<file path="config.mk">
export PLATFORM = sky130hd
export DESIGN_NAME = rotating_parity_stripe_recover
export DESIGN_NICKNAME = d
export VERILOG_FILES = /design/src/hw/rtl/rpsr_pkg.sv /design/src/hw/rtl/rpsr_colmem.sv /design/src/hw/rtl/rpsr_front.sv /design/src/hw/rtl/rpsr_queue.sv /design/src/hw/rtl/rpsr_back.sv /design/src/hw/rtl/rotating_parity_stripe_recover.sv
export SDC_FILE = /design/constraint.sdc
export NUM_CORES = 1
export LEC_CHECK = 0
export BUFFER_PORTS_ARGS = -buffer_cell sky130_fd_sc_hd__buf_2
export CORE_ASPECT_RATIO = 1.75
export CORE_UTILIZATION = 63
export DETAILED_ROUTE_END_ITERATION = 16
export GPL_TIMING_DRIVEN = 1
export HOLD_SLACK_MARGIN = 0.05
export PLACE_DENSITY = 0.81
export SYNTH_ARGS = -nofsm -noshare
export SYNTH_HDL_FRONTEND = slang
export SYNTH_HIERARCHICAL = 1
export SYNTH_SLANG_ARGS = --single-unit
</file>
<file path="constraint.sdc">
create_clock -name i_clk -period 5.4 [get_ports i_clk]
set_clock_uncertainty 0.15 [all_clocks]
set_input_delay 0.54 -clock i_clk [delete_from_list [all_inputs] [get_ports i_clk]]
set_output_delay 0.54 -clock i_clk [all_outputs]
set_load 0.005 [all_outputs]
</file>
<file path="src/hw/rtl/rpsr_pkg.sv">
package rpsr_pkg;

    // Fixed field widths
    localparam int DATA_W = 8;  // bit_values / erased_mask / column word
    localparam int DSK_W  = 4;  // disk_count register
    localparam int PD_W   = 3;  // parity disk index
    localparam int CNT_W  = 6;  // block_bits register, column count
    localparam int IDX_W  = 5;  // column index within a block
    localparam int NIB_W  = 4;
    localparam int CFG_IDX_W = 2;

    // Parameter defaults
    localparam int DISKS_DEF      = 8;
    localparam int MAX_BB_DEF     = 32;

    // Job queue between front and back
    localparam int QUEUE_DEPTH = 2;
    localparam int QPTR_W      = 1;
    localparam int QCNT_W      = 2;

    // Configuration register indexes
    localparam logic [CFG_IDX_W-1:0] CFG_PARITY_ODD = 2'd0;
    localparam logic [CFG_IDX_W-1:0] CFG_DISK_COUNT = 2'd1;
    localparam logic [CFG_IDX_W-1:0] CFG_BLOCK_BITS = 2'd2;

    // One closed block, waiting to be unloaded
    typedef struct packed {
        logic              bank;
        logic [CNT_W-1:0]  ncols;
        logic [PD_W-1:0]   pdisk;
        logic [DSK_W-1:0]  disks;
        logic              last;
        logic              err;
    } t_job;

    // Column store write
    typedef struct packed {
        logic              en;
        logic              bank;
        logic [IDX_W-1:0]  idx;
        logic [DATA_W-1:0] data;
    } t_colwr;

    // Back side is done reading a bank
    typedef struct packed {
        logic valid;
        logic bank;
    } t_release;

endpackage

</file>
<file path="src/hw/rtl/rpsr_colmem.sv">
module rpsr_colmem #(
    parameter int DISKS          = rpsr_pkg::DISKS_DEF,
    parameter int MAX_BLOCK_BITS = rpsr_pkg::MAX_BB_DEF
) (
    input  logic                         i_clk,
    input  rpsr_pkg::t_colwr             i_wr,
    input  logic                         i_rd_en,
    input  logic                         i_rd_bank,
    input  logic [rpsr_pkg::IDX_W-1:0]   i_rd_idx,
    output logic [DISKS-1:0]             o_rd_data
);

    localparam int IW    = (MAX_BLOCK_BITS > 1) ? $clog2(MAX_BLOCK_BITS) : 1;
    localparam int DEPTH = 2 ** (IW + 1);

    // two banks of repaired columns, one being filled, one being unloaded
    logic [DISKS-1:0] r_mem [DEPTH];
    logic [DISKS-1:0] r_rd_data;

    always_ff @(posedge i_clk) begin
        if (i_wr.en) begin
            r_mem[{i_wr.bank, i_wr.idx[IW-1:0]}] <= i_wr.data[DISKS-1:0];
        end
    end

    always_ff @(posedge i_clk) begin
        if (i_rd_en) begin
            r_rd_data <= r_mem[{i_rd_bank, i_rd_idx[IW-1:0]}];
        end
    end

    assign o_rd_data = r_rd_data;

endmodule

</file>
<file path="src/hw/rtl/rpsr_front.sv">
module rpsr_front #(
    parameter int DISKS          = rpsr_pkg::DISKS_DEF,
    parameter int MAX_BLOCK_BITS = rpsr_pkg::MAX_BB_DEF
) (
    input  logic                          i_clk,
    input  logic                          i_rst_n,
    // incoming columns
    input  logic                          i_valid,
    output logic                          o_ready,
    input  logic [rpsr_pkg::DATA_W-1:0]   i_bits,
    input  logic [rpsr_pkg::DATA_W-1:0]   i_erased,
    input  logic                          i_last,
    // configuration
    input  logic                          i_parity_odd,
    input  logic [rpsr_pkg::DSK_W-1:0]    i_disk_count,
    input  logic [rpsr_pkg::CNT_W-1:0]    i_block_bits,
    // column store and job queue
    output rpsr_pkg::t_colwr              o_wr,
    output logic                          o_push,
    output rpsr_pkg::t_job                o_job,
    input  logic                          i_q_full,
    input  rpsr_pkg::t_release            i_release
);

    localparam int DSK_W = rpsr_pkg::DSK_W;
    localparam int CNT_W = rpsr_pkg::CNT_W;
    localparam int PD_W  = rpsr_pkg::PD_W;
    localparam int IDX_W = rpsr_pkg::IDX_W;

    logic [IDX_W-1:0] r_colidx;
    logic [PD_W-1:0]  r_pdisk;
    logic             r_err;
    logic             r_wbank;
    logic [1:0]       r_busy;
    logic [1:0]       n_busy;

    logic [DSK_W-1:0] disks;
    logic [CNT_W-1:0] bbits;
    logic [DISKS-1:0] dmask;
    logic [DISKS-1:0] er;
    logic [DISKS-1:0] intact;
    logic [DISKS-1:0] col;
    logic [DSK_W-1:0] n_erased;
    logic             par;
    logic             err_now;
    logic             accept;
    logic [CNT_W-1:0] ncols;
    logic             close_blk;
    logic [DSK_W-1:0] pinc;

    // clamp configuration into the supported range
    always_comb begin
        if (i_disk_count < DSK_W'(2)) begin
            disks = DSK_W'(2);
        end else if (i_disk_count > DSK_W'(DISKS)) begin
            disks = DSK_W'(DISKS);
        end else begin
            disks = i_disk_count;
        end
        if (i_block_bits == '0) begin
            bbits = CNT_W'(1);
        end else if (i_block_bits > CNT_W'(MAX_BLOCK_BITS)) begin
            bbits = CNT_W'(MAX_BLOCK_BITS);
        end else begin
            bbits = i_block_bits;
        end
    end

    // disks in use
    always_comb begin
        for (int i = 0; i < DISKS; i++) begin
            dmask[i] = (DSK_W'(i) < disks);
        end
    end

    // parity check and single-erasure repair
    assign er       = i_erased[DISKS-1:0] & dmask;
    assign intact   = i_bits[DISKS-1:0] & dmask & ~er;
    assign n_erased = DSK_W'($countones(er));
    assign par      = ^intact;
    assign err_now  = (n_erased >= DSK_W'(2)) ||
                      ((n_erased == '0) && (par != i_parity_odd));
    assign col      = intact | ({DISKS{i_parity_odd ^ par}} & er);

    // a bank can be refilled only once the back side let go of it
    assign o_ready   = !r_busy[r_wbank] && !i_q_full;
    assign accept    = i_valid && o_ready;
    assign ncols     = {1'b0, r_colidx} + CNT_W'(1);
    assign close_blk = (ncols >= bbits) || i_last;
    assign pinc      = {1'b0, r_pdisk} + DSK_W'(1);

    assign o_wr.en   = accept;
    assign o_wr.bank = r_wbank;
    assign o_wr.idx  = r_colidx;
    assign o_wr.data = rpsr_pkg::DATA_W'(col);

    assign o_push      = accept && close_blk;
    assign o_job.bank  = r_wbank;
    assign o_job.ncols = ncols;
    assign o_job.pdisk = r_pdisk;
    assign o_job.disks = disks;
    assign o_job.last  = i_last;
    assign o_job.err   = r_err | err_now;

    // bank ownership
    always_comb begin
        n_busy = r_busy;
        if (i_release.valid) begin
            n_busy[i_release.bank] = 1'b0;
        end
        if (o_push) begin
            n_busy[r_wbank] = 1'b1;
        end
    end

    // block position, rotating parity disk and sticky error
    always_ff @(posedge i_clk) begin
        if (!i_rst_n) begin
            r_colidx <= '0;
            r_pdisk  <= '0;
            r_err    <= 1'b0;
            r_wbank  <= 1'b0;
            r_busy   <= '0;
        end else begin
            r_busy <= n_busy;
            if (accept) begin
                if (close_blk) begin
                    r_colidx <= '0;
                    r_wbank  <= !r_wbank;
                    // set end restarts the rotation
                    if (i_last) begin
                        r_pdisk <= '0;
                    end else begin
                        r_pdisk <= (pinc >= disks) ? '0 : pinc[PD_W-1:0];
                    end
                end else begin
                    r_colidx <= ncols[IDX_W-1:0];
                end
                if (i_last) begin
                    r_err   <= 1'b0;
                end else begin
                    r_err   <= r_err | err_now;
                end
            end
        end
    end

endmodule

</file>
<file path="src/hw/rtl/rpsr_queue.sv">
module rpsr_queue (
    input  logic           i_clk,
    input  logic           i_rst_n,
    input  logic           i_push,
    input  rpsr_pkg::t_job i_job,
    output logic           o_full,
    output logic           o_valid,
    input  logic           i_pop,
    output rpsr_pkg::t_job o_job
);

    localparam int QPTR_W = rpsr_pkg::QPTR_W;
    localparam int QCNT_W = rpsr_pkg::QCNT_W;

    rpsr_pkg::t_job      r_slot [rpsr_pkg::QUEUE_DEPTH];
    logic [QPTR_W-1:0]   r_wp;
    logic [QPTR_W-1:0]   r_rp;
    logic [QCNT_W-1:0]   r_cnt;
    logic                do_push;
    logic                do_pop;

    assign o_full  = (r_cnt == QCNT_W'(rpsr_pkg::QUEUE_DEPTH));
    assign o_valid = (r_cnt != '0);
    assign o_job   = r_slot[r_rp];
    assign do_push = i_push && !o_full;
    assign do_pop  = i_pop && o_valid;

    always_ff @(posedge i_clk) begin
        if (do_push) begin
            r_slot[r_wp] <= i_job;
        end
    end

    // pointers and fill level
    always_ff @(posedge i_clk) begin
        if (!i_rst_n) begin
            r_wp  <= '0;
            r_rp  <= '0;
            r_cnt <= '0;
        end else begin
            if (do_push) begin
                r_wp <= r_wp + QPTR_W'(1);
            end
            if (do_pop) begin
                r_rp <= r_rp + QPTR_W'(1);
            end
            if (do_push && !do_pop) begin
                r_cnt <= r_cnt + QCNT_W'(1);
            end else if (do_pop && !do_push) begin
                r_cnt <= r_cnt - QCNT_W'(1);
            end
        end
    end

endmodule

</file>
<file path="src/hw/rtl/rpsr_back.sv">
module rpsr_back #(
    parameter int DISKS = rpsr_pkg::DISKS_DEF
) (
    input  logic                          i_clk,
    input  logic                          i_rst_n,
    // job queue
    input  logic                          i_job_valid,
    input  rpsr_pkg::t_job                i_job,
    output logic                          o_pop,
    // column store read port
    output logic                          o_rd_en,
    output logic                          o_rd_bank,
    output logic [rpsr_pkg::IDX_W-1:0]    o_rd_idx,
    input  logic [DISKS-1:0]              i_rd_data,
    output rpsr_pkg::t_release            o_release,
    // results
    output logic                          o_valid,
    input  logic                          i_ready,
    output logic [rpsr_pkg::NIB_W-1:0]    o_nibble,
    output logic                          o_nibble_valid,
    output logic                          o_set_invalid,
    output logic                          o_end_of_set
);

    localparam int DW    = $clog2(DISKS);
    localparam int DSK_W = rpsr_pkg::DSK_W;
    localparam int CNT_W = rpsr_pkg::CNT_W;
    localparam int NIB_W = rpsr_pkg::NIB_W;

    // walker: one (disk, column) pair per cycle while the bit stage is not stalled
    logic                 r_active;
    rpsr_pkg::t_job       r_job;
    logic [DSK_W-1:0]     r_j;
    logic [CNT_W-1:0]     r_k;

    // bit stage, aligned with the registered read data
    logic                 r_b_valid;
    logic [DSK_W-1:0]     r_b_disk;
    logic                 r_b_final;
    logic                 r_b_last;
    logic                 r_b_err;

    // nibble assembly and end-of-set flush
    logic [2:0]           r_pbits;
    logic [1:0]           r_pcnt;
    logic                 r_flush;
    logic                 r_flush_err;

    // output register
    logic                 r_out_valid;
    logic [NIB_W-1:0]     r_out_nib;
    logic                 r_out_nv;
    logic                 r_out_err;
    logic                 r_out_end;

    logic                 out_free;
    logic                 need_out;
    logic                 b_go;
    logic                 issue;
    logic                 flush_go;
    logic                 bit_v;
    logic                 last_k;
    logic                 job_done;
    logic [CNT_W-1:0]     k_inc;
    logic [DSK_W-1:0]     j_inc;
    logic [DSK_W-1:0]     j_next;
    logic [DSK_W-1:0]     j_first;
    logic [NIB_W-1:0]     flush_nib;

    assign out_free = !r_out_valid || i_ready;
    assign bit_v    = i_rd_data[r_b_disk[DW-1:0]];
    assign need_out = (r_pcnt == 2'd3);
    assign b_go     = r_b_valid && !r_flush && (!need_out || out_free);
    assign issue    = r_active && (!r_b_valid || b_go);
    assign flush_go = r_flush && out_free;
    assign o_pop    = !r_active && i_job_valid;

    // next position, skipping the parity disk
    assign k_inc    = r_k + CNT_W'(1);
    assign last_k   = (k_inc == r_job.ncols);
    assign j_inc    = r_j + DSK_W'(1);
    assign j_next   = (j_inc == {1'b0, r_job.pdisk}) ? r_j + DSK_W'(2) : j_inc;
    assign job_done = last_k && (j_next >= r_job.disks);
    assign j_first  = (i_job.pdisk == '0) ? DSK_W'(1) : '0;

    assign o_rd_en   = issue;
    assign o_rd_bank = r_job.bank;
    assign o_rd_idx  = r_k[rpsr_pkg::IDX_W-1:0];

    assign o_release.valid = issue && job_done;
    assign o_release.bank  = r_job.bank;

    // zero-padded leftover bits
    always_comb begin
        unique case (r_pcnt)
            2'd0:    flush_nib = '0;
            2'd1:    flush_nib = {r_pbits[0], 3'b000};
            2'd2:    flush_nib = {r_pbits[1:0], 2'b00};
            2'd3:    flush_nib = {r_pbits, 1'b0};
            default: flush_nib = '0;
        endcase
    end

    // walker
    always_ff @(posedge i_clk) begin
        if (!i_rst_n) begin
            r_active <= 1'b0;
        end else if (o_pop) begin
            r_active <= 1'b1;
            r_job    <= i_job;
            r_j      <= j_first;
            r_k      <= '0;
        end else if (issue) begin
            if (job_done) begin
                r_active <= 1'b0;
            end else if (last_k) begin
                r_k <= '0;
                r_j <= j_next;
            end else begin
                r_k <= k_inc;
            end
        end
    end

    // bit stage
    always_ff @(posedge i_clk) begin
        if (!i_rst_n) begin
            r_b_valid <= 1'b0;
        end else if (issue) begin
            r_b_valid <= 1'b1;
            r_b_disk  <= r_j;
            r_b_final <= job_done;
            r_b_last  <= r_job.last;
            r_b_err   <= r_job.err;
        end else if (b_go) begin
            r_b_valid <= 1'b0;
        end
    end

    // nibble assembly and flush request
    always_ff @(posedge i_clk) begin
        if (!i_rst_n) begin
            r_pbits <= '0;
            r_pcnt  <= '0;
            r_flush <= 1'b0;
        end else if (b_go) begin
            if (need_out) begin
                r_pbits <= '0;
                r_pcnt  <= '0;
            end else begin
                r_pbits <= {r_pbits[1:0], bit_v};
                r_pcnt  <= r_pcnt + 2'd1;
            end
            if (r_b_final && r_b_last) begin
                r_flush     <= 1'b1;
                r_flush_err <= r_b_err;
            end
        end else if (flush_go) begin
            r_pbits <= '0;
            r_pcnt  <= '0;
            r_flush <= 1'b0;
        end
    end

    // output register
    always_ff @(posedge i_clk) begin
        if (!i_rst_n) begin
            r_out_valid <= 1'b0;
        end else if (b_go && need_out) begin
            r_out_valid <= 1'b1;
            r_out_nib   <= {r_pbits, bit_v};
            r_out_nv    <= 1'b1;
            r_out_err   <= r_b_err;
            r_out_end   <= 1'b0;
        end else if (flush_go) begin
            r_out_valid <= 1'b1;
            r_out_nib   <= flush_nib;
            r_out_nv    <= (r_pcnt != '0);
            r_out_err   <= r_flush_err;
            r_out_end   <= 1'b1;
        end else if (i_ready) begin
            r_out_valid <= 1'b0;
        end
    end

    assign o_valid        = r_out_valid;
    assign o_nibble       = r_out_nib;
    assign o_nibble_valid = r_out_nv;
    assign o_set_invalid  = r_out_err;
    assign o_end_of_set   = r_out_end;

endmodule

</file>
<file path="src/hw/rtl/rotating_parity_stripe_recover.sv">
// Rotating-parity stripe recovery.
// Input stream: one bit column of a stripe per item. tdata[7:0] holds one bit
// per disk (disk 0 in bit 0), tdata[15:8] the erased mask, tlast marks the
// final column of the disk set. Each column is parity checked, a single
// erased bit is rebuilt, and the column is buffered in one of two banks.
// When a block closes (block_bits columns, or tlast) the data disks are
// unloaded disk by disk, skipping the rotating parity disk, as 4-bit nibbles.
// Output stream: tdata[3:0] nibble, tuser[0] nibble valid, tuser[1] sticky
// set error, tlast on the final result of the set (zero-padded leftover).
// Unloading: the unloader reads the column store once per data bit of a
// block. The input side fills one bank while the other drains, so it stalls
// only when both banks hold unfinished blocks. Latency: with no leftover
// bits pending, the first nibble of a block goes from its closing column
// through the job queue, the walker, the column store read, the bit stage
// and nibble assembly to the output register; leftover bits of an earlier
// block let it appear sooner, a block still draining ahead of it delays it.
// Reset clears all control state and the configuration (even parity, two
// disks, one bit per block). A stalled receiver holds the output register and
// backs up through the unloader and the job queue to the input side.
// Configuration is written through i_cfg_we / i_cfg_idx / i_cfg_wdata.
module rotating_parity_stripe_recover #(
    parameter int DISKS          = rpsr_pkg::DISKS_DEF,
    parameter int MAX_BLOCK_BITS = rpsr_pkg::MAX_BB_DEF
) (
    input  logic                             i_clk,
    input  logic                             i_rst_n,
    // configuration
    input  logic                             i_cfg_we,
    input  logic [rpsr_pkg::CFG_IDX_W-1:0]   i_cfg_idx,
    input  logic [rpsr_pkg::CNT_W-1:0]       i_cfg_wdata,
    // columns in
    input  logic                             s_axis_tvalid,
    output logic                             s_axis_tready,
    input  logic [15:0]                      s_axis_tdata,  // bit_values, erased_mask
    input  logic                             s_axis_tlast,  // last_in_set
    // nibbles out
    output logic                             m_axis_tvalid,
    input  logic                             m_axis_tready,
    output logic [7:0]                       m_axis_tdata,  // hex_nibble, zero pad
    output logic [1:0]                       m_axis_tuser,  // nibble_valid, set_invalid
    output logic                             m_axis_tlast   // end_of_set
);

    localparam int DSK_W = rpsr_pkg::DSK_W;
    localparam int CNT_W = rpsr_pkg::CNT_W;
    localparam int NIB_W = rpsr_pkg::NIB_W;

    logic               r_parity_odd;
    logic [DSK_W-1:0]   r_disk_count;
    logic [CNT_W-1:0]   r_block_bits;

    rpsr_pkg::t_colwr   wr;
    rpsr_pkg::t_job     push_job;
    rpsr_pkg::t_job     head_job;
    rpsr_pkg::t_release release_bank;
    logic               push;
    logic               q_full;
    logic               q_valid;
    logic               pop;
    logic               rd_en;
    logic               rd_bank;
    logic [rpsr_pkg::IDX_W-1:0] rd_idx;
    logic [DISKS-1:0]   rd_data;
    logic [NIB_W-1:0]   nibble;
    logic               nibble_valid;
    logic               set_invalid;

    // configuration registers
    always_ff @(posedge i_clk) begin
        if (!i_rst_n) begin
            r_parity_odd <= 1'b0;
            r_disk_count <= DSK_W'(2);
            r_block_bits <= CNT_W'(1);
        end else if (i_cfg_we) begin
            unique case (i_cfg_idx)
                rpsr_pkg::CFG_PARITY_ODD: r_parity_odd <= i_cfg_wdata[0];
                rpsr_pkg::CFG_DISK_COUNT: r_disk_count <= i_cfg_wdata[DSK_W-1:0];
                rpsr_pkg::CFG_BLOCK_BITS: r_block_bits <= i_cfg_wdata;
                default: ;
            endcase
        end
    end

    rpsr_front #(
        .DISKS          (DISKS),
        .MAX_BLOCK_BITS (MAX_BLOCK_BITS)
    ) u_front (
        .i_clk        (i_clk),
        .i_rst_n      (i_rst_n),
        .i_valid      (s_axis_tvalid),
        .o_ready      (s_axis_tready),
        .i_bits       (s_axis_tdata[7:0]),
        .i_erased     (s_axis_tdata[15:8]),
        .i_last       (s_axis_tlast),
        .i_parity_odd (r_parity_odd),
        .i_disk_count (r_disk_count),
        .i_block_bits (r_block_bits),
        .o_wr         (wr),
        .o_push       (push),
        .o_job        (push_job),
        .i_q_full     (q_full),
        .i_release    (release_bank)
    );

    rpsr_colmem #(
        .DISKS          (DISKS),
        .MAX_BLOCK_BITS (MAX_BLOCK_BITS)
    ) u_colmem (
        .i_clk     (i_clk),
        .i_wr      (wr),
        .i_rd_en   (rd_en),
        .i_rd_bank (rd_bank),
        .i_rd_idx  (rd_idx),
        .o_rd_data (rd_data)
    );

    rpsr_queue u_queue (
        .i_clk   (i_clk),
        .i_rst_n (i_rst_n),
        .i_push  (push),
        .i_job   (push_job),
        .o_full  (q_full),
        .o_valid (q_valid),
        .i_pop   (pop),
        .o_job   (head_job)
    );

    rpsr_back #(
        .DISKS (DISKS)
    ) u_back (
        .i_clk          (i_clk),
        .i_rst_n        (i_rst_n),
        .i_job_valid    (q_valid),
        .i_job          (head_job),
        .o_pop          (pop),
        .o_rd_en        (rd_en),
        .o_rd_bank      (rd_bank),
        .o_rd_idx       (rd_idx),
        .i_rd_data      (rd_data),
        .o_release      (release_bank),
        .o_valid        (m_axis_tvalid),
        .i_ready        (m_axis_tready),
        .o_nibble       (nibble),
        .o_nibble_valid (nibble_valid),
        .o_set_invalid  (set_invalid),
        .o_end_of_set   (m_axis_tlast)
    );

    assign m_axis_tdata = {4'b0000, nibble};
    assign m_axis_tuser = {set_invalid, nibble_valid};

endmodule
</file>
Word-level counts from Yosys, hierarchy flattened
Memory sizes are Yosys's and may differ from the RTL's. A register that Yosys moved wholly into a read port is not among the register bits.
Index checks and enable logic that the tools add are counted.

word-level totals
  bits in writable memories = 544
  bits in registers = 76
  memories kept = 2
  logic and storage cells = 216
  output and inout port bits = 13
  input bits = 30

operators by class
  reductions and logical operators = 62
  eq/ne operators = 11
  add/subtract/negate cells = 17
  bitwise logic cells = 11
  multiplexer cells = 59
  $lt $le $gt $ge = 20

memories
  memory          words  width  read ports  clocked after Yosys merged registers in  wr ports  RTL line           RTL
  u_colmem.r_mem  64     8      1           1                                        1         rpsr_colmem.sv:17  logic [DISKS-1:0] r_mem [DEPTH];
  u_queue.r_slot  2      16     1           1                                        1         rpsr_queue.sv:15   rpsr_pkg::t_job r_slot [rpsr_pkg::QUEUE_DEPTH];

operator list
  cell                                                                 number
  4-bit two-way mux                                                    9
  8-bit AND                                                            4
  6-bit two-way mux                                                    5
  1-bit two-way mux                                                    28
  1-bit logical AND                                                    19
  2-bit AND reduction                                                  9
  2-bit nonzero test                                                   9
  3-bit by 4-bit < comparator with 1-bit output, first input constant  4
  4-bit one-hot mux with 4 select lines                                1
  3-bit two-way mux                                                    5
  2-bit two-way mux                                                    7
  4-bit adder                                                          3
  1-bit zero test                                                      10
  1-bit by 1-bit adder with 2-bit output                               4
  2-bit equality test, second input constant                           4
  4-bit greater-or-equal comparator                                    2
  1-bit by 4-bit < comparator with 1-bit output, first input constant  2
  2-bit by 4-bit < comparator with 1-bit output, first input constant  2
  8-bit inverter                                                       1
  8-bit OR                                                             1
  8-bit parity                                                         1
  5-bit by 1-bit adder with 6-bit output, second input constant        1
  6-bit by 1-bit adder with 6-bit output, second input constant        1
  6-bit equality test                                                  1
  34 further kinds                                                     47

Logic depth before layout (Yosys ltp)
  depth after elaboration = 13
  mapped depth = 16

Modules after synthesis
Netlist, hierarchy kept.

by module, submodules not included
  module                          seq. area each (um^2)  area an instance (um^2)  times used  cells an instance
  rpsr_colmem                     15615.0                20246.9                  1           940
  rpsr_back                       1381.3                 2382.3                   1           183
  rpsr_front                      240.2                  1390.1                   1           171
  rpsr_queue                      1061.0                 1390.1                   1           75
  rotating_parity_stripe_recover  220.2                  525.5                    1           56

Worst setup path before layout
Ideal clock, no wire load.

  path type = register to register
  from = register r_disk_count[2]
  to = memory u_queue/r_slot[0][0] (netlist name), data pin
  slack = 1.113 ns
  stages on the path, launching flop included = 15
  library setup time = 0.270 ns
  clock period less this slack = 4.287 ns
  arrival time = 3.866 ns
  data required time = 4.980 ns
  cell sequence = dfxtp_1 > buf_6 > or2_4 > and2_2 > fa_1 > fa_1 > inv_1 > fa_1 > inv_1 > ha_1 > inv_1 > fa_1 > a2111oi_0 > o21ai_0 > or3_1

RTL lines
  what                    RTL line                              RTL
  from (decl)             rotating_parity_stripe_recover.sv:49  logic [DSK_W-1:0] r_disk_count;
  from (signal assigned)  rotating_parity_stripe_recover.sv:77  rpsr_pkg::CFG_DISK_COUNT: r_disk_count <= i_cfg_wdata[DSK_W-1:0];
  to (decl)               rpsr_queue.sv:15

==> impl_metrics.csv <==
group,metric,value,unit
synth,async_flop_share,0,%
clock_network,hold_buffers,0,
synth,ys_ff_latch,629,
timing,layout_min_cycle_time,4.63,ns
setup_path,r2r.worst_path.cells,13,
synth,yosys-top-cells-area,"edfxtp_1 (69%), mux4_2 (11%), dfxtp_1 (2.9%), nor2_1 (1.5%), ha_1 (1.4%)",
global_routing,antenna_found_initial,1,
global_routing,busiest_layer,"met2",
route,drt_iter0_markers,1297,
route,wire_per_inst,28.0,um
final_layout,syn_to_final_growth,8.10,%
setup_path,crit_type,"register to register",
setup_path,worst_setup_path_start_kind,"register",
min_path,hp-class,"input port to register",
global_routing,grt_pass1_vias,13930,
placed_design,dp_cells,1954,
clock_network,cts_sinks,629,
synth,syn_avg_cell_area,18.2,um2
floorplanning,pin_count,43,
global_routing,grt_pass1_wl,84800,um
route,dr.pass1.iters,6,
route,drc,0,
global_routing,globalRouteMet3Util,3.35,%
min_path,holdPathStages,3,
clock_network,clk_latency,0.58,ns
setup_path,reg2reg_slack,0.77,ns
timing,rsz0062_at_grt,"no",
setup_path,r2r_start,"r_disk_count[3]",
power,power.internal,8.66,mW
power,power.density,430,mW/mm2
synth,ys_seq_area_share,71.4,%
timing,fmax,216,MHz
setup_path,r2r_end,"u_queue/r_slot[1][0]",
final_layout,fin_util,68.9,%
clock_network,cts_root_buf,"clkbuf_16",
power,sw_frac_of_total,28.2,%
clock_network,clkTransAtPathRegs,0.07,ns
synth,yosysMostFrequentCell,"edfxtp_1",
floorplanning,dieArea,0.0420,mm2
final_layout,num_antenna_cells,0,
timing,hold_violations,0,
placed_design,hpwl,36600,um
global_routing,grt_max_degree,86,
timing,finalMaxSlewViolations,0,
timing,worst_pin_slew,1.37,ns
route,vias,13298,
synth,synth.distinct_cells,82,
final_layout,stdcell_area,0.0280,mm2
synth,synth.cell_area,0.0259,mm2
power,peakVddDrop,0.417,mV
clock_network,cts_made_buffers,50,
clock_network,cts_tree,"yes",
route,vias_per_cell,6.49,
setup_path,required,5.56,ns
synth,synth_common_cells,"edfxtp_1 (592), mux4_2 (128), nor2_1 (102), nand2_1 (60), dfxtp_1 (37)",
clock_network,clock_path_buffers,3,
global_routing,use_met2,51.2,%
power,p_sw,3.40,mW
synth,yosysTopAreaCellShare,68.5,%
global_routing,grt_usage,28.1,%
outcome,status,"complete, no violations",
clock_network,cts_max_level,2,
route,drt-total-wl,57200,um
floorplanning,coreArea,0.0407,mm2
floorplanning,fp.dieH,270,um
setup_path,worstSetupEndpointType,"register",
timing,fin_crit_sh,85.7,%
final_layout,drive_above_1_share,21.0,%
power,pwr-share-clk,28.8,%
power,power_frac_seq,48.2,%
floorplanning,die_w,155,um
clock_network,cts-resized-gates,0,
timing,relSlewSlack,8.55,%
floorplanning,start_util,63.7,%
clock_network,cts_setup_buffers,0,
timing,hold_ws,0.0755,ns
synth,yosys_warnings,6,
timing,fin_tns_setup,0,ns
power,p_comb_share,23.0,%
global_routing,overflow,0,
synth,yosysTopAreaCell,"edfxtp_1",
setup_path,worst_ep_arrival_time,4.79,ns
placed_design,dpl_cell_area,0.0265,mm2
synth,synth_cells,1425,
min_path,whs_endpoint,"r_block_bits[5]",
setup_path,cp_max_fo,14,
min_path,hold_start,"i_cfg_wdata[5]",
timing,setup_viol,0,
synth,synthFlopType,"edfxtp_1",
global_routing,met1_usage,30.9,%
synth,synth_edf_count,592,
floorplanning,core.rowCount,98,
power,p_leak,8.98,nW
final_layout,nets,1518,
final_layout,fin_cells,2048,
route,drtAntennaViolNets,0,
placed_design,gp_congestion,0.838,
placed_design,io_buffers,38,
run,maxCapViolCount,0,
how the worst max path moves through the flow:
stage,start,endpoint,slack [ns],depth (start not counted)
detailed placement,r_disk_count[3],u_queue/r_slot[0][0],0.86,13
CTS,r_disk_count[3],u_queue/r_slot[1][0],0.82,13
floorplan,r_disk_count[2],u_queue/r_slot[0][0],1.11,14
finish,r_disk_count[3],u_queue/r_slot[1][0],0.77,13
global route,r_disk_count[3],u_queue/r_slot[0][0],0.57,13
global placement,r_disk_count[3],u_queue/r_slot[0][0],0.93,13
cell usage in the layout, fill, tap and decap left out, types with 17 or more instances in the layout:
cell type and n:
mux4_2 128, nor2b_1 28, mux2i_1 35, nand2b_1 17, edfxtp_1 592, o21ai_0 21, dfxtp_1 37, buf_2 38
ha_1 28, nand2_1 59, buf_4 20, nand3_1 21, inv_1 27, mux2_2 31, nor2_1 100, clkbuf_16 54
cell type report:
type                    instances  area [um2]
clock buffers                  69        1420
flip-flops and latches        629       18500
repair buffers                 59         360
well taps                     550         688
clock inverters                25         120
inverters                      29         109
multi-input cells             687        6820
fillers                      2590       12700
layer usage:
layer  vias to the layer above  wire (um)
met1                      6770      18200
met3                       171       3570
li1                       5695          -
met4                         2       3760
met2                       660      31700
met5                         -         51
sequential cells by signal (all words and copies together), names as in the netlist, 2 cells and up, named ones only:
name	cells
u_back/r_pbits	3
r_block_bits	6
u_back/r_job	15
r_disk_count	4
u_colmem/o_rd_data	8
u_back/r_pcnt	2
u_front/r_colidx	5
u_back/r_b_disk	3
u_back/r_k	6
u_front/r_pdisk	3
u_front/r_busy	2
u_back/o_nibble	4
u_colmem/r_mem	512
u_queue/r_slot	32
u_back/r_j	4
u_queue/r_cnt	2
through the flow:
| stage | setup WS (ns) | total power [mW] |
|---|---|---|
| CTS | 0.817 | 12.1 |
| global placement | 0.930 | 8.56 |
| detailed placement | 0.864 | 8.65 |
| finish | 0.770 | 12.1 |
| global route | 0.573 | 12.4 |
| floorplan | 1.11 | 7.89 |
critical path, cell delays in order, from the launching register on:
cell and delay (ns):
dfxtp_1 0.42, or2_4 0.29, and2_2 0.23, fa_1 0.52, fa_1 0.55, inv_1 0.05
fa_1 0.46, inv_1 0.07, ha_1 0.16, inv_1 0.07, fa_1 0.44, a2111oi_0 0.42
o21ai_0 0.19, or3_1 0.35
power by group through the flow:
stage / logic, mW / registers (mW) / clock network, mW
6_report: 2.77 / 5.81 / 3.48
5_1_grt: 2.91 / 5.83 / 3.67
4_1_cts: 2.77 / 5.81 / 3.51
3_5_place_dp: 2.73 / 5.91 / 0
3_3_place_gp: 2.66 / 5.90 / 0
2_1_floorplan: 2.10 / 5.79 / 0
cells by family after synthesis:
group                    share of synthesized area, %
flip-flops                                       71.4
XOR/XNOR                                         1.13
adder cells (fa/ha/maj)                          1.66
buffers and inverters                            2.50
multiplexers                                     13.9
AND/OR/NAND/NOR                                  5.74
AO/OA/AOI/OAI                                    3.69
other                                          0.0145
Note: power is estimated with default switching activity, not from simulation.
